File: src/hw/rtl/assert_macros.svh
// Assertion macros shared by the binning unit RTL.
// Included by files that carry concurrent assertions; no other dependencies.
`ifndef ASSERT_MACROS_SVH
`define ASSERT_MACROS_SVH

`ifndef NO_ASSERTIONS

`define PGB_ASSERT(lbl, clk, rstn, prop) \
	lbl: assert property (@(posedge clk) disable iff (!rstn) (prop)) \
		else $error("assertion failed");

`define PGB_ASSERT_NEXT(lbl, clk, rstn, ante, cons) \
	lbl: assert property (@(posedge clk) disable iff (!rstn) (ante) |=> (cons)) \
		else $error("assertion failed");

`else

`define PGB_ASSERT(lbl, clk, rstn, prop)

`define PGB_ASSERT_NEXT(lbl, clk, rstn, ante, cons)

`endif

`endif

File: src/hw/rtl/pgb_pkg.sv
// Constants, types and index functions of the particle grid binning unit.
// No dependencies; imported by every other file but assert_macros.svh.
package pgb_pkg;

	localparam int MAX_AXIS_CELLS = 16;
	localparam int SLOTS_PER_CELL = 16;

	localparam int COORD_W    = 16;
	localparam int DIM_W      = 5;
	localparam int CELL_NUM_W = 12;
	localparam int SLOT_NUM_W = 4;
	localparam int POS_W      = 3 * COORD_W;

	localparam int AXIS_MAX_W  = $clog2(MAX_AXIS_CELLS + 1);
	localparam int IDX_W       = (MAX_AXIS_CELLS > 1) ? $clog2(MAX_AXIS_CELLS) : 1;
	localparam int DSQ_W       = $clog2(MAX_AXIS_CELLS * MAX_AXIS_CELLS + 1);
	localparam int GRID_CELLS  = MAX_AXIS_CELLS * MAX_AXIS_CELLS * MAX_AXIS_CELLS;
	localparam int CELL_W      = (GRID_CELLS > 1) ? $clog2(GRID_CELLS) : 1;
	localparam int CNT_W       = $clog2(SLOTS_PER_CELL + 1);
	localparam int STORE_DEPTH = GRID_CELLS * SLOTS_PER_CELL;
	localparam int STORE_AW    = (STORE_DEPTH > 1) ? $clog2(STORE_DEPTH) : 1;

	localparam int QUEUE_DEPTH = 2;
	localparam int QPTR_W      = (QUEUE_DEPTH > 1) ? $clog2(QUEUE_DEPTH) : 1;
	localparam int QCNT_W      = $clog2(QUEUE_DEPTH + 1);

	localparam int PADDR_W = 3;
	localparam int PDATA_W = 32;
	localparam logic REG_CELLS_PER_AXIS = 1'b0;
	localparam logic [DIM_W-1:0] CELLS_PER_AXIS_RESET = DIM_W'(16);

	localparam logic OP_INSERT = 1'b0;
	localparam logic OP_CLEAR  = 1'b1;

	typedef struct packed {
		logic              op;
		logic [CELL_W-1:0] cell_idx;
		logic [POS_W-1:0]  pos;
	} pgb_rec_t;

	function automatic logic [AXIS_MAX_W-1:0] axis_dim(input logic [DIM_W-1:0] raw);
		logic [AXIS_MAX_W-1:0] d;
		if (raw == '0) begin
			d = AXIS_MAX_W'(1);
		end else if (int'(raw) > MAX_AXIS_CELLS) begin
			d = AXIS_MAX_W'(MAX_AXIS_CELLS);
		end else begin
			d = AXIS_MAX_W'(raw);
		end
		return d;
	endfunction

	function automatic logic [IDX_W-1:0] axis_index(input logic [COORD_W-1:0] c,
			input logic [AXIS_MAX_W-1:0] d);
		logic [COORD_W-1:0] off;
		logic [COORD_W+AXIS_MAX_W-1:0] prod;
		logic [AXIS_MAX_W-1:0] i;
		off  = c ^ {1'b1, {(COORD_W-1){1'b0}}};
		prod = (COORD_W+AXIS_MAX_W)'(off) * (COORD_W+AXIS_MAX_W)'(d);
		i    = prod[COORD_W +: AXIS_MAX_W];
		if (i >= d) begin
			i = d - AXIS_MAX_W'(1);
		end
		return IDX_W'(i);
	endfunction

endpackage

File: src/hw/rtl/pgb_ifs.sv
// Valid/ready channel interfaces for particle requests and binning results.
// Depends on pgb_pkg for field widths.
interface pgb_item_if import pgb_pkg::*; ();
	logic               valid;
	logic               ready;
	logic               opcode;
	logic signed [COORD_W-1:0] pos_x;
	logic signed [COORD_W-1:0] pos_y;
	logic signed [COORD_W-1:0] pos_z;

	modport source (output valid, opcode, pos_x, pos_y, pos_z, input ready);
	modport sink (input valid, opcode, pos_x, pos_y, pos_z, output ready);
endinterface


File: src/hw/rtl/pgb_front.sv
// Front end: accepts requests, computes axis indices and the linear cell number.
// Depends on pgb_pkg and pgb_ifs; feeds the request queue.
module pgb_front import pgb_pkg::*; (
	input  logic               clk,
	input  logic               arst_n,
	input  logic [DIM_W-1:0]   cells_per_axis,
	input  logic               init_busy,
	pgb_item_if.sink           items,
	output pgb_rec_t           rec,
	output logic               rec_valid,
	input  logic               rec_ready
);

	logic [AXIS_MAX_W-1:0]   dim;
	logic [2*AXIS_MAX_W-1:0] dsq_full;
	logic [DSQ_W-1:0]        dsq_q;

	logic                    v_s1;
	logic                    op_s1;
	logic [IDX_W-1:0]        ix_s1;
	logic [IDX_W-1:0]        iy_s1;
	logic [IDX_W-1:0]        iz_s1;
	logic [POS_W-1:0]        pos_s1;

	logic                    v_s2;
	pgb_rec_t                rec_s2;

	logic                    adv1;
	logic                    adv2;
	logic                    take;
	logic [CELL_W+1:0]       sum;
	logic [CELL_W-1:0]       cell_num;

	assign dim      = axis_dim(cells_per_axis);
	assign dsq_full = {{AXIS_MAX_W{1'b0}}, dim} * {{AXIS_MAX_W{1'b0}}, dim};

	assign adv2        = !v_s2 || rec_ready;
	assign adv1        = !v_s1 || adv2;
	assign items.ready = adv1 && !init_busy;
	assign take        = items.valid && items.ready;

	always_comb begin
		sum = (CELL_W+2)'(ix_s1) * (CELL_W+2)'(dsq_q)
			+ (CELL_W+2)'(iy_s1) * (CELL_W+2)'(dim)
			+ (CELL_W+2)'(iz_s1);
		if (sum >= (CELL_W+2)'(GRID_CELLS)) begin
			cell_num = CELL_W'(GRID_CELLS - 1);
		end else begin
			cell_num = sum[CELL_W-1:0];
		end
	end

	always_ff @(posedge clk) begin
		dsq_q <= dsq_full[DSQ_W-1:0];
	end

	always_ff @(posedge clk or negedge arst_n) begin
		if (!arst_n) begin
			v_s1 <= 1'b0;
			v_s2 <= 1'b0;
		end else begin
			if (adv1) begin
				v_s1 <= take;
			end
			if (adv2) begin
				v_s2 <= v_s1;
			end
		end
	end

	always_ff @(posedge clk) begin
		if (adv1 && take) begin
			op_s1  <= items.opcode;
			ix_s1  <= axis_index(items.pos_x, dim);
			iy_s1  <= axis_index(items.pos_y, dim);
			iz_s1  <= axis_index(items.pos_z, dim);
			pos_s1 <= {items.pos_x, items.pos_y, items.pos_z};
		end
		if (adv2 && v_s1) begin
			rec_s2.op       <= op_s1;
			rec_s2.cell_idx <= cell_num;
			rec_s2.pos      <= pos_s1;
		end
	end

	assign rec       = rec_s2;
	assign rec_valid = v_s2;

endmodule

File: src/flat_wrapper.sv
// flat-port wrapper written by rule: the top's interface ports become plain ports
module pgb_front_flat import pgb_pkg::*;
  (clk, arst_n, cells_per_axis, init_busy, rec, rec_valid, rec_ready, items_valid, items_opcode, items_pos_x, items_pos_y, items_pos_z, items_ready);
  pgb_item_if items_i ();
  input  logic clk;
  input  logic arst_n;
  input  logic [DIM_W-1:0] cells_per_axis;
  input  logic init_busy;
  output pgb_rec_t rec;
  output logic rec_valid;
  input  logic rec_ready;
  input wire logic [$bits(items_i.valid)-1:0] items_valid;
  input wire logic [$bits(items_i.opcode)-1:0] items_opcode;
  input wire logic [$bits(items_i.pos_x)-1:0] items_pos_x;
  input wire logic [$bits(items_i.pos_y)-1:0] items_pos_y;
  input wire logic [$bits(items_i.pos_z)-1:0] items_pos_z;
  output wire logic [$bits(items_i.ready)-1:0] items_ready;
  assign items_i.valid = items_valid;
  assign items_i.opcode = items_opcode;
  assign items_i.pos_x = items_pos_x;
  assign items_i.pos_y = items_pos_y;
  assign items_i.pos_z = items_pos_z;
  assign items_ready = items_i.ready;
  pgb_front u_core (.clk(clk), .arst_n(arst_n), .cells_per_axis(cells_per_axis), .init_busy(init_busy), .items(items_i), .rec(rec), .rec_valid(rec_valid), .rec_ready(rec_ready));
endmodule
File: config.mk
export PLATFORM = sky130hd
export DESIGN_NAME = pgb_front_flat
export DESIGN_NICKNAME = d
export VERILOG_FILES = /design/src/hw/rtl/assert_macros.svh /design/src/hw/rtl/pgb_pkg.sv /design/src/hw/rtl/pgb_ifs.sv /design/src/hw/rtl/pgb_front.sv /design/src/flat_wrapper.sv
export SDC_FILE = /design/constraint.sdc
export NUM_CORES = 1
export LEC_CHECK = 0
export BUFFER_PORTS_ARGS = -buffer_cell sky130_fd_sc_hd__buf_2
export CAP_MARGIN = 10
export CORE_AREA = 5 5 181 200
export CTS_BUF_LIST = sky130_fd_sc_hd__clkbuf_4 sky130_fd_sc_hd__clkbuf_8
export DETAILED_ROUTE_END_ITERATION = 16
export DIE_AREA = 0 0 186 205
export PLACE_DENSITY = 0.67
export SYNTH_ARGS = -nofsm -noshare
export SYNTH_HDL_FRONTEND = slang
export SYNTH_SLANG_ARGS = --single-unit
File: constraint.sdc
create_clock -name clk -period 7.19 [get_ports clk]
set_input_delay 1.438 -clock clk [delete_from_list [all_inputs] [get_ports clk]]
set_output_delay 1.438 -clock clk [all_outputs]
set_load 0.02 [all_outputs]
# Yosys cells after proc, flatten, opt, wreduce, memory -nomap -nowiden

Index checks and enable logic that the tools add are counted.
W data, S select, Z words.

Memories: 0
Input bits: 59
Latch bits: 0
Logic and storage cells: 43
Register bits after elaboration: 133
Memory bits (read-only): 0
Bits in writable memories: 0

Multipliers: 6
Shifts and indexed selects: 0
Div/mod/pow operators: 0
Order comparisons: 5
Multiplexer cells: 5
Reductions and logical operators: 10
Equal/unequal tests: 0
$add $sub $neg: 3
Bitwise logic cells: 3

Operators with widths:

| kind                   | number |
|---|---|
| $mul A16 B5 Y21        | 3 |
| $ge A5 B5 Y1           | 3 |
| $add A13 B9 Y14        | 1 |
| $add A14 B4 Y14        | 1 |
| $ge A14 B13 Y1 const B | 1 |
| $mul A4 B9 Y13         | 1 |
| $mux W4                | 3 |
| $mux W5                | 2 |
| $mul A4 B5 Y9          | 1 |
| $mul A5 B5 Y9          | 1 |
| $gt A5 B5 Y1 const B   | 1 |
| $logic_not A5 Y1       | 1 |
| $logic_and A1 B1 Y1    | 4 |
| $sub A4 B1 Y4 const B  | 1 |
| $logic_not A1 Y1       | 3 |
| $not A1 Y1             | 3 |
| $logic_or A1 B1 Y1     | 2 |

# Longest topological paths before layout

Depth in word-level cells: 7
Gate-level depth with buffers: 25
Gate-level depth less buffers: 23

# Least setup slack after synthesis

Ideal clock, no wire load.

Path kind: input port to flip-flop
From: in cells_per_axis[4]
To: reg u_core.ix_s1[3] (data pin)
Required time: 6930 ps
Cell stages on the path: 19
Data arrival time: 6492 ps
Path buffers: 2
Setup time: 260 ps
Setup slack: 438 ps
Cells stage by stage: clkbuf_1 -> nor2b_1 -> clkbuf_1 -> and2_1 -> fa_1 -> fa_1 -> inv_1 -> fa_1 -> inv_1 -> ha_1 -> nand4_1 -> a2111oi_1 -> a21oi_1 -> mux2i_1 -> or3_1 -> ha_1 -> nand2_1 -> o21ai_1 -> mux2_2

Cells in the longest elaborated chain, start to end: 6
Elaborated cells between the ends (all ways): 8
Classes of those cells: add/sub: 1; mul: 1; order compare: 2; mux: 3; reduce/logical: 1

Ends and longest elaborated chain:

| item                 | RTL line          | source |
|---|---|---|
| from (decl)          | flat_wrapper.sv:7 | `input logic [DIM_W-1:0] cells_per_axis;` |
| $gt A5 B5 Y1         | pgb_pkg.sv:45     | `end else if (int'(raw) > MAX_AXIS_CELLS) begin` |
| $mux W5              | pgb_pkg.sv:45     |  |
| $mux W5 *            | pgb_pkg.sv:43     | `if (raw == '0) begin` |
| $mul A16 B5 Y21      | pgb_pkg.sv:59     | `prod = (COORD_W+AXIS_MAX_W)'(off) * (COORD_W+AXIS_MAX_W)'(d);` |
| $ge A5 B5 Y1         | pgb_pkg.sv:61     | `if (i >= d) begin` |
| $mux W4 *            | pgb_pkg.sv:61     |  |
| to (signal assigned) | pgb_front.sv:74   | `ix_s1 <= axis_index(items.pos_x, dim);` |
| to (decl)            | pgb_front.sv:20   | `logic [IDX_W-1:0] ix_s1;` |

Mark *: on every way between the ends. The rest lies on a longest branch, timed or not.
A chain may end at the register's enable or synchronous reset.

# Worst setup path in the final report

From: in cells_per_axis[4]
To: reg u_core.ix_s1[1] (data pin)

Same word-level chain as after synthesis.

==> flow_results.org <==
** Outcome
- Run status :: complete, no violations

** Timing
- Total setup violations reported at the end of the flow :: 0
- The final hold violation count was 0.
- Setup repair after global routing left no endpoint under its margin.
- For the final routed database, the setup TNS stands at 0 ps.
- Hold is met by between 400 and 500 ps.
- Measured against its own limit, the worst slew margin works out to 36.6%.
- The clock arrives with 14.6 ps of skew.
- The routed design could run at a clock period as short as roughly 6500 ps.
- Based on the critical path, the design can be clocked at up to about 0.15 GHz.
- At the pin with the least slew margin, the transition time is 951 ps.
- The final critical path takes up around nine tenths of the cycle.
- The max-slew violation count was 0.

** Setup path
- Crit. End Element :: flip-flop
- Crit path max fanout :: 42
- Data on the critical path is required at its endpoint by between 7000 and 8000 ps.
- The worst setup path is launched from an input pin.
- Critical path arrival :: ~6700 ps
- The worst setup path is of the input pin to flip-flop kind.

** Yosys
- Counting flops with a built-in enable in the synthesized netlist gives 122.
- Sequential cells were found to cover 28.9% of the synthesized design area.
- Counting flops with an async set or reset pin after synthesis yields a share of around 1.5%.
- Library cell with the largest summed area after synthesis :: sky130_fd_sc_hd__edfxtp_1
- Summed over its instances, the top area cell type makes up about 27% of the synthesized netlist area.
- For this run, the number of Yosys warnings is 0.
- The most used flip-flop cell after synthesis is sky130_fd_sc_hd__edfxtp_1.
- Yosys mapped the design onto 59 distinct sky130hd cell types.
- After synthesis the netlist holds a flip-flop and latch count of between 100 and 150.
- Per-instance average area after synthesis :: ~10 um^2
- Mapped cell area :: 13400 um^2
- By area the synthesized netlist is led by sky130_fd_sc_hd__edfxtp_1 (27%), sky130_fd_sc_hd__fa_1 (24%), sky130_fd_sc_hd__ha_1 (14%).
- In the synthesized netlist, the number of instances is 1283.

** Global route
- Summed over all layers, the global routing overflow is 0.
- Number of antenna violations at the first check in global routing :: 1
- Vias in the first global route :: roughly 9600
- Overall track demand over capacity in global routing :: 14.9%
- Maximum number of pins on one net before global-route repair :: 63
- The first global-routing pass estimated between 40 and 50 mm of wire.

** Cells and area
- The post-route netlist has a little over an eighth of its cells at a drive strength greater than 1.
- The library cell used most frequently in the layout, excluding fill and tap cells, is sky130_fd_sc_hd__inv_1.
- The library cells used most frequently in the layout, excluding fill and tap cells, are sky130_fd_sc_hd__inv_1 (240), sky130_fd_sc_hd__and2_1 (214), sky130_fd_sc_hd__fa_1 (161), sky130_fd_sc_hd__ha_1 (149), sky130_fd_sc_hd__edfxtp_1 (122).
- Diodes inserted :: 0
- After the last flow step, the layout net total stands at approximately 1800.
- Number of fill cells in the layout :: roughly 3300
- With fillers left out, the area of the finished cells amounts to 15000 um^2.
- Cells fill between 40% and 50% of the core in the end.
- Compared with the post-synthesis result, the final layout area differs by 12.1%.

** Detailed routing
- Number of DRC violations after detailed-routing iteration 0 :: 322
- In this run the remaining antenna-violating nets after routing total 0.
- After detailed routing, the number of remaining DRC violations is 0.
- Number of detailed-route iterations in the first pass :: 4
- Summed over all layers, the routed wires come to between 20 and 30 mm.
- Via-to-Cell Ratio :: between 4 and 5
- Mean routed wirelength per cell :: ~15 um
- The final route contains roughly 9000 vias.

** Job
- Max-cap violations in this run came to 0.

** CTS
- Buffers inserted by post-CTS timing repair :: 0
- Level count of the clock H-tree :: 4
- Clock tree from TritonCTS :: done
- Clock-pin slew on the worst setup and hold paths :: ~80 ps
- The clock reaches the later pin of the worst-skew pair after ~480 ps.
- Gates resized during post-CTS repair numbered 0.
- Inserted Clock Buffers :: 17
- Hold-fix buffers at CTS :: 0
- Clock buffer depth :: 2
- Counting every sink on the clock net gives between 100 and 150.
- Root cell of the clock tree :: sky130_fd_sc_hd__clkbuf_8

** Die
- Floorplan die area :: 38100 um^2
- Placeable core area :: ~34000 um^2
- For this configuration, the core starts out at a cell density of roughly two fifths.
- After floorplanning, the core was divided into 71 placement rows.
- For this design the top-level I/O count stands at roughly 120.
- Die Width :: roughly 190 um
- The floorplan step set the die height to just over 200 um.

** Placement
- Placed Instance Area :: around 15000 um^2
- In this run the tool buffered the top-level ports with ~120 buffer cells.
- Final estimated routing congestion in global placement :: just over 0.8
- The HPWL after detailed placement is roughly 21 mm.

** Power and ir drop
- IR Drop Worst-Case VDD :: just under 0.1 mV
- The design draws around 2900 uW.
- Dividing total power by cell area gives a power density of 193 nW/um^2.
- Leakage Power :: a little over 0.007 uW

** Hold path
- Worst hold path type :: flip-flop to flip-flop
[kinds of logic after synthesis]
kind of cell	synth area share, %
other	0.0561
DFF	28.9
AOI/OAI and AO/OA	6.81
and+or+nand+nor	16.5
adders and majority gates	38.0
xor gates and xnor gates	1.44
buffers and inverters	7.61
muxes	0.570
[metrics by stage]
step	cells	worst slack (ps)
detailed placement	1828	194
global placement	1828	304
finish	1859	706
global route	1859	416
floorplan	1285	438
CTS	1859	711
[Yosys cell counts (2+ instances only)]
cell                         n
sky130_fd_sc_hd__dfxtp_1     8
sky130_fd_sc_hd__a32oi_1     2
sky130_fd_sc_hd__a211o_1     6
sky130_fd_sc_hd__a31o_2      2
sky130_fd_sc_hd__clkbuf_1   29
sky130_fd_sc_hd__o22ai_1     4
sky130_fd_sc_hd__ha_1      149
sky130_fd_sc_hd__nand4_1     5
sky130_fd_sc_hd__nand2b_1   15
sky130_fd_sc_hd__dfrtp_1     2
sky130_fd_sc_hd__nand3b_1    2
sky130_fd_sc_hd__o21ai_1     3
sky130_fd_sc_hd__inv_1     240
sky130_fd_sc_hd__o211ai_1    2
sky130_fd_sc_hd__nor2b_1     6
sky130_fd_sc_hd__mux2i_1     2
sky130_fd_sc_hd__nand2_1    88
sky130_fd_sc_hd__a21oi_1    37
sky130_fd_sc_hd__nor3_1      8
sky130_fd_sc_hd__mux2_2      5
sky130_fd_sc_hd__o21a_1      5
sky130_fd_sc_hd__xnor2_1    10
sky130_fd_sc_hd__or3_1       3
sky130_fd_sc_hd__nand3_1    10
sky130_fd_sc_hd__a211oi_1    6
sky130_fd_sc_hd__o21bai_1    6
sky130_fd_sc_hd__a311o_1     2
sky130_fd_sc_hd__o21ai_0    26
sky130_fd_sc_hd__and3_1      3
sky130_fd_sc_hd__edfxtp_1  122
sky130_fd_sc_hd__nor2_1     37
sky130_fd_sc_hd__a221oi_2    2
sky130_fd_sc_hd__nand4b_1    2
sky130_fd_sc_hd__or2_2       4
sky130_fd_sc_hd__conb_1      2
sky130_fd_sc_hd__nor4_1      3
sky130_fd_sc_hd__and4_1      2
sky130_fd_sc_hd__a21boi_0    2
sky130_fd_sc_hd__and2_1    216
sky130_fd_sc_hd__xor2_1     12
sky130_fd_sc_hd__a21o_1     12
sky130_fd_sc_hd__fa_1      161
sky130_fd_sc_hd__o31ai_1     4
[path summary, 6_finish.rpt]
check                                       start                to  slack (ps)  cells after the start
worst min-delay path             u_core.pos_s1[6]     u_core.rec[6]         420                      0
max in group asynchronous                  arst_n       u_core.v_s1        6360                      1
worst max register to register    u_core.iy_s1[1]    u_core.rec[56]        2530                     16
worst min register to register   u_core.pos_s1[6]     u_core.rec[6]         420                      0
min in group asynchronous                  arst_n  u_core.rec_valid         740                      1
worst max-delay path            cells_per_axis[4]   u_core.ix_s1[1]         710                     22
[state kept, by name, indices dropped and copies added, names as in the netlist]
register	cells
u_core.rec_valid	1
u_core.iy_s1	4
u_core.op_s1	1
u_core.v_s1	1
u_core.ix_s1	4
u_core.pos_s1	48
u_core.rec	61
u_core.dsq_q	8
u_core.iz_s1	4
[critical path, stage by stage]
cell and delay (ps):
sky130_fd_sc_hd__buf_2 140, sky130_fd_sc_hd__inv_1 160, sky130_fd_sc_hd__nand2_1 90, sky130_fd_sc_hd__inv_1 120, sky130_fd_sc_hd__buf_12 220, sky130_fd_sc_hd__and2_1 170, sky130_fd_sc_hd__fa_1 430, sky130_fd_sc_hd__fa_1 540
sky130_fd_sc_hd__inv_1 50, sky130_fd_sc_hd__fa_1 520, sky130_fd_sc_hd__inv_1 50, sky130_fd_sc_hd__ha_1 330, sky130_fd_sc_hd__nand4_1 170, sky130_fd_sc_hd__a2111oi_1 640, sky130_fd_sc_hd__a21oi_1 220, sky130_fd_sc_hd__mux2i_1 150
sky130_fd_sc_hd__or3_1 370, sky130_fd_sc_hd__ha_1 310, sky130_fd_sc_hd__a21oi_1 150, sky130_fd_sc_hd__o21ai_1 100, sky130_fd_sc_hd__buf_4 160, sky130_fd_sc_hd__o21a_1 160
[per-layer routing]
metal	up-vias	global-route usage, %	share of wire [%]
met3	32	2.45	2.9
met4	2	4.06	1.4
met1	4444	18.4	44
li1	4371	-	-
met2	99	26.9	52
met5	-	0	0.048
[where the power goes]
part	total [uW]	internal, uW	leakage, uW	switching [uW]
Combinational	1180	500	0.00573	680
Clock	738	409	0.000219	329
Sequential	972	944	0.00123	27.6
Total	2890	1850	0.00718	1040
[cell type report]
type / count / area [um^2] / area share [%]
inverter: 241 / 905 / 6.03
clock inverter: 14 / 210 / 1.40
tap: 438 / 548 / 3.65
sequential: 132 / 3870 / 25.8
timing repair buffer: 135 / 723 / 4.82
clock buffer: 17 / 234 / 1.56
multi-input combinational: 882 / 8510 / 56.7
Note: power is estimated with default switching activity, not from simulation.
