## src/hw/rtl/assert_macros.svh

```systemverilog
// Assertion macros shared by the binning unit RTL.
// Included by files that carry concurrent assertions; no other dependencies.
`ifndef ASSERT_MACROS_SVH
`define ASSERT_MACROS_SVH

`ifndef NO_ASSERTIONS

`define PGB_ASSERT(lbl, clk, rstn, prop) \
	lbl: assert property (@(posedge clk) disable iff (!rstn) (prop)) \
		else $error("assertion failed");

`define PGB_ASSERT_NEXT(lbl, clk, rstn, ante, cons) \
	lbl: assert property (@(posedge clk) disable iff (!rstn) (ante) |=> (cons)) \
		else $error("assertion failed");

`else

`define PGB_ASSERT(lbl, clk, rstn, prop)

`define PGB_ASSERT_NEXT(lbl, clk, rstn, ante, cons)

`endif

`endif

```

## src/hw/rtl/pgb_pkg.sv

```systemverilog
// Constants, types and index functions of the particle grid binning unit.
// No dependencies; imported by every other file but assert_macros.svh.
package pgb_pkg;

	localparam int MAX_AXIS_CELLS = 16;
	localparam int SLOTS_PER_CELL = 16;

	localparam int COORD_W    = 16;
	localparam int DIM_W      = 5;
	localparam int CELL_NUM_W = 12;
	localparam int SLOT_NUM_W = 4;
	localparam int POS_W      = 3 * COORD_W;

	localparam int AXIS_MAX_W  = $clog2(MAX_AXIS_CELLS + 1);
	localparam int IDX_W       = (MAX_AXIS_CELLS > 1) ? $clog2(MAX_AXIS_CELLS) : 1;
	localparam int DSQ_W       = $clog2(MAX_AXIS_CELLS * MAX_AXIS_CELLS + 1);
	localparam int GRID_CELLS  = MAX_AXIS_CELLS * MAX_AXIS_CELLS * MAX_AXIS_CELLS;
	localparam int CELL_W      = (GRID_CELLS > 1) ? $clog2(GRID_CELLS) : 1;
	localparam int CNT_W       = $clog2(SLOTS_PER_CELL + 1);
	localparam int STORE_DEPTH = GRID_CELLS * SLOTS_PER_CELL;
	localparam int STORE_AW    = (STORE_DEPTH > 1) ? $clog2(STORE_DEPTH) : 1;

	localparam int QUEUE_DEPTH = 2;
	localparam int QPTR_W      = (QUEUE_DEPTH > 1) ? $clog2(QUEUE_DEPTH) : 1;
	localparam int QCNT_W      = $clog2(QUEUE_DEPTH + 1);

	localparam int PADDR_W = 3;
	localparam int PDATA_W = 32;
	localparam logic REG_CELLS_PER_AXIS = 1'b0;
	localparam logic [DIM_W-1:0] CELLS_PER_AXIS_RESET = DIM_W'(16);

	localparam logic OP_INSERT = 1'b0;
	localparam logic OP_CLEAR  = 1'b1;

	typedef struct packed {
		logic              op;
		logic [CELL_W-1:0] cell_idx;
		logic [POS_W-1:0]  pos;
	} pgb_rec_t;

	function automatic logic [AXIS_MAX_W-1:0] axis_dim(input logic [DIM_W-1:0] raw);
		logic [AXIS_MAX_W-1:0] d;
		if (raw == '0) begin
			d = AXIS_MAX_W'(1);
		end else if (int'(raw) > MAX_AXIS_CELLS) begin
			d = AXIS_MAX_W'(MAX_AXIS_CELLS);
		end else begin
			d = AXIS_MAX_W'(raw);
		end
		return d;
	endfunction

	function automatic logic [IDX_W-1:0] axis_index(input logic [COORD_W-1:0] c,
			input logic [AXIS_MAX_W-1:0] d);
		logic [COORD_W-1:0] off;
		logic [COORD_W+AXIS_MAX_W-1:0] prod;
		logic [AXIS_MAX_W-1:0] i;
		off  = c ^ {1'b1, {(COORD_W-1){1'b0}}};
		prod = (COORD_W+AXIS_MAX_W)'(off) * (COORD_W+AXIS_MAX_W)'(d);
		i    = prod[COORD_W +: AXIS_MAX_W];
		if (i >= d) begin
			i = d - AXIS_MAX_W'(1);
		end
		return IDX_W'(i);
	endfunction

endpackage

```

## src/hw/rtl/pgb_queue.sv

```systemverilog
// Short request queue between the front end and the cell update engine.
// Depends on pgb_pkg for the record type and depth.
module pgb_queue import pgb_pkg::*; (
	input  logic     clk,
	input  logic     arst_n,
	input  pgb_rec_t wr_data,
	input  logic     wr_valid,
	output logic     wr_ready,
	output pgb_rec_t rd_data,
	output logic     rd_valid,
	input  logic     rd_ready
);

	pgb_rec_t          entry_q [QUEUE_DEPTH];
	logic [QPTR_W-1:0] wr_ptr_q;
	logic [QPTR_W-1:0] rd_ptr_q;
	logic [QCNT_W-1:0] count_q;
	logic              push;
	logic              pop;

	assign wr_ready = count_q != QCNT_W'(QUEUE_DEPTH);
	assign rd_valid = count_q != '0;
	assign push     = wr_valid && wr_ready;
	assign pop      = rd_valid && rd_ready;
	assign rd_data  = entry_q[rd_ptr_q];

	function automatic logic [QPTR_W-1:0] next_ptr(input logic [QPTR_W-1:0] p);
		logic [QPTR_W-1:0] n;
		if (p == QPTR_W'(QUEUE_DEPTH - 1)) begin
			n = '0;
		end else begin
			n = p + QPTR_W'(1);
		end
		return n;
	endfunction

	always_ff @(posedge clk or negedge arst_n) begin
		if (!arst_n) begin
			wr_ptr_q <= '0;
			rd_ptr_q <= '0;
			count_q  <= '0;
		end else begin
			if (push) begin
				wr_ptr_q <= next_ptr(wr_ptr_q);
			end
			if (pop) begin
				rd_ptr_q <= next_ptr(rd_ptr_q);
			end
			if (push && !pop) begin
				count_q <= count_q + QCNT_W'(1);
			end else if (pop && !push) begin
				count_q <= count_q - QCNT_W'(1);
			end
		end
	end

	always_ff @(posedge clk) begin
		if (push) begin
			entry_q[wr_ptr_q] <= wr_data;
		end
	end

endmodule

```

## config.mk

```make
export PLATFORM = sky130hd
export DESIGN_NAME = pgb_queue
export DESIGN_NICKNAME = d
export VERILOG_FILES = /design/src/hw/rtl/assert_macros.svh /design/src/hw/rtl/pgb_pkg.sv /design/src/hw/rtl/pgb_queue.sv
export SDC_FILE = /design/constraint.sdc
export NUM_CORES = 1
export LEC_CHECK = 0
export BUFFER_PORTS_ARGS = -buffer_cell sky130_fd_sc_hd__buf_2
export CORE_MARGIN = 2
export CORE_UTILIZATION = 52
export DETAILED_ROUTE_END_ITERATION = 10
export HOLD_SLACK_MARGIN = 0.03
export PLACE_DENSITY_LB_ADDON = 0.15
export SLEW_MARGIN = 0
export SYNTH_ARGS = -nofsm -noshare
export SYNTH_HDL_FRONTEND = slang
export SYNTH_SLANG_ARGS = --single-unit
export TNS_END_PERCENT = 100
```

## constraint.sdc

```tcl
create_clock -name clk -period 4.95 [get_ports clk]
set_input_delay 0.2475 -clock clk [delete_from_list [all_inputs] [get_ports clk]]
set_output_delay 0.2475 -clock clk [all_outputs]
set_load 0.1 [all_outputs]
```

Word level (Yosys, flattened, before mapping)
Memories as Yosys holds them, arrays and structs flattened.
Index checks and enable logic that the tools add are counted.
{"block": "word_totals", "regBits": 4, "mem_bits_rw": 122, "in_bits": 65, "output_inout_bits": 63, "memories": 1}
{"name": "entry_q", "words": 2, "width": 61, "read_ports": 1, "rd_clocked_by_memory_dff": 0, "wr": 1, "line_no": "pgb_queue.sv:14", "text": "pgb_rec_t entry_q [QUEUE_DEPTH];"}
{"block": "op_classes", "add_sub_neg": 4, "eq_ne": 1, "mux": 6, "n_reduce_logical": 8}
{"op": "1-bit logical AND", "n": 4}
{"op": "1-bit 2-to-1 mux", "n": 4}
{"op": "2-bit 2-to-1 mux", "n": 2}
{"op": "2-bit nonzero test", "n": 2}
{"op": "1-bit adder (second input constant)", "n": 2}
{"op": "2-bit by 1-bit adder with 2-bit output (second input constant)", "n": 1}
{"op": "1-bit zero test", "n": 2}
{"op": "2-bit != test (second input constant)", "n": 1}
{"op": "2-bit by 1-bit subtractor with 2-bit output (second input constant)", "n": 1}

Longest topological paths before layout
Gate-level depths: netlist of run 1.
{"block": "depth", "word_depth": 6, "mapped_depth": 7}

Worst setup path after synthesis of run 1
No wires, ideal clock.
{"block": "synth_timing", "path_kind": "reg2reg", "start": "register count_q[0]", "end": "memory entry_q[0][0] (netlist name) (enable)", "setup_ns": 0.480, "arrival_ns": 4.042, "slack_ns": 0.428, "path_stages_with_launch": 4, "path_buffers": 0, "period_less_slack_ns": 4.522, "path_cell_list": "dfrtp_1 nand2b_1 nand2_1 nor2_1"}
{"block": "synth_via", "elab_chain_cells": 4}
{"element": "start, declared", "line_no": "pgb_queue.sv:17", "text": "logic [QCNT_W-1:0] count_q;"}
{"element": "start signal, assigned", "line_no": "pgb_queue.sv:50", "text": "count_q <= count_q + QCNT_W'(1);"}
{"element": "start signal, assigned", "line_no": "pgb_queue.sv:52", "text": "count_q <= count_q - QCNT_W'(1);"}
{"element": "2-bit != test", "line_no": "pgb_queue.sv:21", "text": "assign wr_ready = count_q != QCNT_W'(QUEUE_DEPTH);"}
{"element": "named net wr_ready", "line_no": "pgb_queue.sv:8", "text": "output logic wr_ready,"}
{"element": "1-bit logical AND", "line_no": "pgb_queue.sv:23", "text": "assign push = wr_valid && wr_ready;"}
{"element": "1-bit 2-to-1 mux", "line_no": "pgb_queue.sv:58", "text": "if (push) begin"}
{"element": "1-bit 2-to-1 mux (not written as such)", "line_no": "pgb_queue.sv:59", "text": "entry_q[wr_ptr_q] <= wr_data;"}
{"element": "end, declared", "line_no": "pgb_queue.sv:14"}
The timed path passes the listed nets, and every way through them passes these cells.

==> impl_metrics.ini, run 1 <==
[run_status]
status = finished, final reports clean

[yosys]
ys_ff_latch = 126
syn_inst = 208
yosysSeqAreaShare_pct = 76.9
syn-cell-area_sq_um = 4900
synth.distinct_cells = 15
avgSynthCellArea_sq_um = 23.5
syn_nets = 274
yosysWarnings = 0

[route]
drt-total-wl_mm = 8.87
avgRoutedWirePerCell_um = 16.6
drc = 0
drtPass1Iterations = 4
via_count = 2586
first_iter_violations = 94
via_per_inst = 4.83
ant_nets = 0

[floorplanning]
core_sq_um = 9200
fp.dieArea_sq_um = 10200
rows = 35
die_w_um = 101
die_y_um = 101
boundaryPins = 128
start_util_pct = 53.3

[worst_setup_path]
crit_type = flop to primary output
end_kind = primary output
arrival_ps = 2490
r2r-start = count_q[0]
crit_fanout = 62
cp_data_required_time_ps = 4700
r2r_end = entry_q[0][10]
worstRegToRegCells = 4
startpoint_type = flop
rrSetupSlack_ps = 2680

[cells_and_area]
final_common_cell = buf_2
nNetsFinal = 478
mostFrequentLayoutCells = 127 x buf_2, 122 x edfxtp_1, 63 x dlygate4sd3_1
syn2layout_area_growth_pct = 38.8
n_antenna_cell = 0
drive_gt1_share_pct = 50.9

[global_route]
grt-ovfl-total = 0
antenna_found_initial = 0
grt_max_degree = 63
grt_pass1_wl_mm = 13.6
grt.total_usage_pct = 18.2
grt_pass1_vias = 2735

[sta]
rsz0062_at_grt = false
hold_violations = 0
fin_crit_ps = 2740
relSlewSlack_pct = 21.8
clock.fmax_mhz = 365
final_max_slew_viol_count = 0
tightest_slew_ps = 1170
finClkSkew_ps = 5.31
finalSetupViolCount = 0
finalCritPeriodShare_pct = 55.4
finalSetupTns_ps = 0

[placed_design]
io_buffer_count = 127
dp.final_hpwl_mm = 4.85
place_congestion = 0.720

[cts]
cts_max_level = 4
clkSlewWorstSetupHoldPaths_ps = 50
postCtsSetupBuffers = 0
clock-sinks = 126
cts-root-buf = clkbuf_8
cts_tree = yes
insertion_delay_ps = 500
cts_buffer_depth = 2
cts_buffers = 17
ctsResizeCount = 0

[flow_run]
maxCapViolCount = 0

[hold_path]
holdCritPathClass = input pin to asynchronous set/reset pin
metrics by stage:
step | std cells | hold slack [ps] | setup WS, ps | area (sq um) | utilization (%)
finish | 535 | 101 | 2210 | 6800 | 73.9
global route | 535 | 80.4 | 2100 | 6800 | 73.9
CTS | 535 | 54.3 | 2180 | 6800 | 73.9
detailed placement | 441 | 58.8 | 2610 | 5570 | 60.5
global placement | 441 | 56.1 | 2670 | 5570 | 60.5
floorplan | 208 | -48.1 | 428 | 4900 | -
logic make-up after synthesis:
group / count (synthesis) / synth area share, %
flops: 126 / 76.9
buf+inv: 8 / 2.76
simple gates: 7 / 0.690
mux: 61 / 18.5
xor+xnor: 5 / 0.894
fa+ha+maj: 1 / 0.255
repair_timing:
action | in CTS | in global routing
hold buffers | 63 | 0
setup endpoints to repair | 0 | 0
endpoints found under the hold margin | 127 | 0
layout make-up:
type,count,area [sq um]
sequential,126,3770
fill,568,2400
timing repair buffer,192,1280
multi-input combinational,74,1010
clock buffer,22,433
clock inverter,9,166
tap,111,139
inverter,1,3.75
cell usage after synthesis:
cell	instances	area share, %
edfxtp_1	122	75
mux2_4	59	18
buf_12	6	2.5
dfrtp_1	4	2.0
xnor2_1	3	0.54
mux2_2	2	0.46
nand2_1	2	0.15
nor2_1	2	0.15
xor2_1	2	0.36
and3_1	1	0.13
buf_6	1	0.23
ha_1	1	0.26
inv_1	1	0.077
nand2b_1	1	0.13
or2_1	1	0.13
how the worst max path moves through the flow:
stage	from	to	slack [ps]	depth (start not counted)
final	rd_ptr_q	rd_data[41]	2210	2
after global routing	rd_ptr_q	rd_data[41]	2100	2
after CTS	rd_ptr_q	rd_data[41]	2180	2
after detailed placement	count_q[0]	entry_q[0][17]	2610	4
after global placement	count_q[0]	entry_q[0][17]	2670	4
after floorplan	count_q[0]	entry_q[0][0]	430	3
worst max-delay path, cell delays in order, from the launching register on:
cell and delay [ps]:
dfrtp_4 1200, mux2_2 310, buf_2 430
state kept, by name (all words and copies together), names as in the netlist:
signal / count
entry_q: 122
count_q: 2
rd_ptr_q: 1
wr_ptr_q: 1
layer usage:
| metal | track usage (%) | share of wire, % | wire (um) |
|---|---|---|---|
| met3 | 8.25 | 6.3 | 562 |
| met2 | 30.2 | 50 | 4450 |
| met1 | 21.0 | 42 | 3720 |
| met5 | 0 | 0 | 0 |
| met4 | 6.55 | 1.5 | 130 |
Power of run 1 is left out: the tool's default activity adds up to more than one toggle a clock period on the data nets, which glitch-free logic cannot reach.
==> run 2: changes to the inputs <==
--- a/config.mk
+++ b/config.mk
@@ -5,6 +5,7 @@
 export SDC_FILE = /design/constraint.sdc
 export NUM_CORES = 1
 export LEC_CHECK = 0
+export ABC_AREA = 1
 export BUFFER_PORTS_ARGS = -buffer_cell sky130_fd_sc_hd__buf_2
 export CORE_MARGIN = 2
 export CORE_UTILIZATION = 52
==> constraint.sdc (replaced) <==
create_clock -name clk -period 2.6 [get_ports clk]
set_input_delay 0.13 -clock clk [delete_from_list [all_inputs] [get_ports clk]]
set_output_delay 0.13 -clock clk [all_outputs]
set_load 0.1 [all_outputs]
==> impl_metrics.ini, run 2 <==
[run_status]
status = finished, final reports clean

[worst_setup_path]
slowest_stage = dfrtp_2
startpoint_type = flop
crit_type = flop to primary output
arrival_ps = 2180
rrSetupSlack_ps = 940
cp_data_required_time_ps = 2470
path_common_cell = nand2_1
crit_fanout = 62
worstPathCellList = inv_6 -> nand2_1 -> nand2_1 -> buf_2
r2r_end = entry_q[1][30]
end_kind = primary output
worstRegToRegCells = 5
r2r-start = count_q[0]
max_stage_delay_ps = 560

[floorplanning]
boundaryPins = 128
fp.dieArea_sq_um = 9810
rows = 34
core_sq_um = 8760
die_y_um = 99.1
die_w_um = 99.1
start_util_pct = 53.6

[flow_run]
maxCapViolCount = 0

[placed_design]
place_congestion = 0.735
dp.cells = 575
io_buffer_count = 127
dp_worst_setup_slack_ps = 829
dp.final_hpwl_mm = 5.43

[cts]
postCtsSetupBuffers = 0
clock-sinks = 126
cts_buffers = 17
cts-root-buf = clkbuf_8
cts_tree = yes
cts_buffer_depth = 2
ctsResizeCount = 0
clkSlewWorstSetupHoldPaths_ps = 60
cts_max_level = 4
insertion_delay_ps = 510

[yosys]
yosys.cell_count.top_type = nand2_1
synth_top_area_share_pct = 78.0
ys_ff_latch = 126
synthTopCellsByArea = edfxtp_1 78%, nand2_1 15%, dfrtp_1 2.1%, buf_6 1.7%, buf_4 0.96%
syn_inst = 347
yosysSeqAreaShare_pct = 80.1
syn_nets = 413
ys.flop_type = edfxtp_1
synth_top_area_cell = edfxtp_1
synth.distinct_cells = 14
avgSynthCellArea_sq_um = 13.5
yosysWarnings = 0
synth-edff-count = 122
syn-cell-area_sq_um = 4700
synthTopCellsByCount = 192 x nand2_1, 122 x edfxtp_1, 7 x buf_6
async_reset_ff_share_pct = 3.17

[hold_path]
holdCritPathClass = input pin to flop
holdPathStages = 2
worstHoldStart = wr_data[55]
hold_end = entry_q[0][55]

[cells_and_area]
syn2layout_area_growth_pct = 42.0
reg_top3 = entry_q: 122 flops, count_q: 2 flops
n_fill_cell = 578
nNetsFinal = 617
regMostFlops = entry_q
final_common_cell = nand2_1
drive_gt1_share_pct = 30.1
largest_register_ffs = 122
mostFrequentLayoutCells = 191 x nand2_1, 127 x buf_2, 122 x edfxtp_1
fin_cells = 672
n_antenna_cell = 0

[route]
drtPass1Iterations = 4
first_iter_violations = 115
ant_nets = 0
via_count = 3259
avgRoutedWirePerCell_um = 14.9
drt-total-wl_mm = 10.0
via_per_inst = 4.85
drc = 0

[sta]
fin_crit_ps = 2310
rsz0062_at_grt = false
tightest_slew_ps = 601
finalSetupTns_ps = 0
finClkSkew_ps = 9.17
fin_hold_ws_ps = 340
finalCritPeriodShare_pct = 89.0
relSlewSlack_pct = 59.9
finalSetupViolCount = 0
fin_ws_ps = 287
clock.fmax_mhz = 432
final_max_slew_viol_count = 0
hold_violations = 0

[global_route]
antenna_found_initial = 0
grt_pass1_vias = 3443
grt-ovfl-total = 0
grt.total_usage_pct = 21.3
grt_max_degree = 63
grt_pass1_wl_mm = 15.7
[run 2: changes by cell type after synthesis, sizes merged, moves of 2 or more]
cell	before	now
mux2	61	0
nand2	2	193
buf	7	13
nand3	0	2
xnor2	3	1
inv	1	7
[run 2: per-layer routing]
layer	wire (um)	track usage [%]	part of all wire (%)	vias up
li1	-	-	-	1580
met1	3850	22.9	38	1536
met2	5340	37.7	53	126
met3	669	6.88	6.7	17
met4	168	10.3	1.7	0
met5	0	0	0	-
[run 2: logic make-up (layout without fill, tap and decap cells)]
group,count (synthesis),after routing,share of synthesized area (%)
simple gates,198,198,16.0
xor+xnor,2,2,0.373
flops,126,126,80.1
buf+inv,20,237,3.30
fa+ha+maj,1,1,0.266
[run 2: repair_timing]
item                                   CTS  global route
endpoints found under the hold margin  128             0
hold buffers                            65             0
setup endpoints to repair                0             0
[run 2: final cells by class]
type / instances / area (sq um) / area share, %
Clock buffer: 18 / 418 / 6.26
Clock inverter: 14 / 193 / 2.89
Inverter: 7 / 31.3 / 0.469
Multi-Input combinational cell: 201 / 798 / 12.0
Sequential cell: 126 / 3760 / 56.4
Tap cell: 108 / 135 / 2.03
Timing Repair Buffer: 198 / 1330 / 20.0
[run 2: critical path, delay by kind of cell (launching register included)]
family / cells / cell delay [ps]
flip-flops: 1 / 560
AND/OR/NAND/NOR: 2 / 250
buffers and inverters: 2 / 850
[run 2: worst max-delay path by stage]
stage / to / slack, ps / startpoint / cells past startpoint
floorplan: entry_q[0][0] / 180 / count_q[0] / 4
global route: rd_data[60] / 140 / rd_ptr_q / 4
global placement: rd_data[39] / 820 / rd_ptr_q / 4
finish: rd_data[60] / 290 / rd_ptr_q / 4
CTS: rd_data[60] / 220 / rd_ptr_q / 4
detailed placement: rd_data[29] / 830 / rd_ptr_q / 4
[run 2: per-stage QoR]
step / util (%) / instance area (sq um)
floorplan: - / 4720
global placement: 61.7 / 5410
detailed placement: 61.7 / 5410
CTS: 76.1 / 6670
global route: 76.1 / 6670
finish: 76.1 / 6670
Power of run 2 is left out for the same reason.
==> run 3: changes to the inputs <==
--- a/config.mk
+++ b/config.mk
@@ -7,8 +7,10 @@
 export LEC_CHECK = 0
 export ABC_AREA = 1
 export BUFFER_PORTS_ARGS = -buffer_cell sky130_fd_sc_hd__buf_2
+export CELL_PAD_IN_SITES_DETAIL_PLACEMENT = 0
+export CELL_PAD_IN_SITES_GLOBAL_PLACEMENT = 2
 export CORE_MARGIN = 2
-export CORE_UTILIZATION = 52
+export CORE_UTILIZATION = 34
 export DETAILED_ROUTE_END_ITERATION = 10
 export HOLD_SLACK_MARGIN = 0.03
 export PLACE_DENSITY_LB_ADDON = 0.15
==> constraint.sdc (replaced) <==
create_clock -name clk -period 2.6 [get_ports clk]
set_input_delay 0.65 -clock clk [delete_from_list [all_inputs] [get_ports clk]]
set_output_delay 0.65 -clock clk [all_outputs]
set_load 0.1 [all_outputs]
==> impl_metrics.ini, run 3 (synthesized netlist as in run 2, its figures left out) <==
[run_status]
status = finished, final reports clean

[route]
drc = 0
via_count = 2855
drtPass1Iterations = 4
avgRoutedWirePerCell_um = 14.1
drt-total-wl_mm = 9.54
via_per_inst = 4.23
first_iter_violations = 142
ant_nets = 0

[worst_setup_path]
cp_data_required_time_ps = 1950
crit_fanout = 36
crit_start = rd_ptr_q
crit_type = flop to primary output
r2r-start = count_q[0]
end_kind = primary output
critical_path_buf_inv_count = 3
slowest_stage = dfrtp_2
arrival_ps = 1800
worstPathCellList = inv_6 -> buf_4 -> nand2_1 -> nand2_1 -> clkbuf_4
path_common_cell = nand2_1
crit_family = buffers and inverters
startpoint_type = flop
max_stage_delay_ps = 450

[global_route]
top_usage_layer = met2
met2_usage_pct = 21.9
grt_pass1_vias = 2836
grt_pass1_wl_mm = 14.7
antenna_found_initial = 0
grt-ovfl-total = 0
grt_max_degree = 63
use_met1_pct = 16.3
grt.total_usage_pct = 13.6
met3_usage_pct = 4.82

[cts]
cts-root-buf = clkbuf_16
postCtsSetupBuffers = 0
insertion_delay_ps = 400
clkSlewWorstSetupHoldPaths_ps = 50
cts_buffers = 17
cts_max_level = 4
cts_buffer_depth = 2
clock-sinks = 126
cts_tree = yes

[flow_run]
maxCapViolCount = 0

[placed_design]
place_congestion = 0.679
dp.final_hpwl_mm = 5.78
io_buffer_count = 127
dp_worst_setup_slack_ps = 442
place_area_sq_um = 5560

[cells_and_area]
n_antenna_cell = 0
reg_top3 = entry_q: 122 flops, count_q: 2 flops
n_fill_cell = 1263
drive_gt1_share_pct = 32.7
fin_area_sq_um = 6190
nNetsFinal = 554
mostFrequentLayoutCells = 191 x nand2_1, 122 x edfxtp_1, 100 x buf_2
largest_register_ffs = 122
syn2layout_area_growth_pct = 31.7
regMostFlops = entry_q
final_common_cell = nand2_1

[sta]
hold_violations = 0
rsz0062_at_grt = false
relSlewSlack_pct = 64.4
final_max_slew_viol_count = 0
finClkSkew_ps = 2.96
fin_hold_ws_ps = 428
tightest_slew_ps = 534
fin_crit_ps = 2450
finalCritPeriodShare_pct = 94.2
finalSetupViolCount = 0
clock.fmax_mhz = 408
finalSetupTns_ps = 0
fin_ws_ps = 151

[floorplanning]
rows = 42
die_y_um = 122
die_w_um = 122
start_util_pct = 35.2
boundaryPins = 128
fp.dieArea_sq_um = 14800
core_sq_um = 13300

[hold_path]
worstHoldStart = wr_data[53]
holdCritPathClass = input pin to flop
[run 3: worst paths after layout]
kind | depth (start not counted) | to | slack (ps)
min reg2reg | 1 | count_q[0] | 500
min | 1 | entry_q[1][53] | 430
max | 5 | rd_data[40] | 150
max reg2reg | 5 | entry_q[1][34] | 990
min in group asynchronous | 2 | rd_ptr_q | 590
max in group asynchronous | 2 | rd_ptr_q | 1880
[run 3: final cells by class]
class | instances | area [sq um] | share of cell area (%)
clock inverter | 12 | 128 | 2.06
multi-input combinational | 201 | 798 | 12.9
timing repair buffer | 135 | 816 | 13.2
sequential | 126 | 3760 | 60.8
inverter | 7 | 31.3 | 0.506
tap | 176 | 220 | 3.56
clock buffer | 18 | 429 | 6.94
[run 3: repair_timing]
action,4_1_cts,5_1_grt
endpoints found under the hold margin,4,0
setup endpoints to repair,1,24
resized for setup,1,24
hold buffers,1,0
[run 3: per-layer routing]
layer	part of all wire [%]	up-vias
li1	-	1447
met1	42	1309
met2	50	84
met3	6.0	15
met4	2.1	0
met5	0	-
[run 3: metrics by stage]
stage / util [%] / instances
after floorplan: - / 347
after global placement: 41.6 / 644
after detailed placement: 41.6 / 644
after CTS: 45.9 / 675
after global routing: 46.4 / 675
final: 46.4 / 675
Power of run 3 is left out for the same reason.
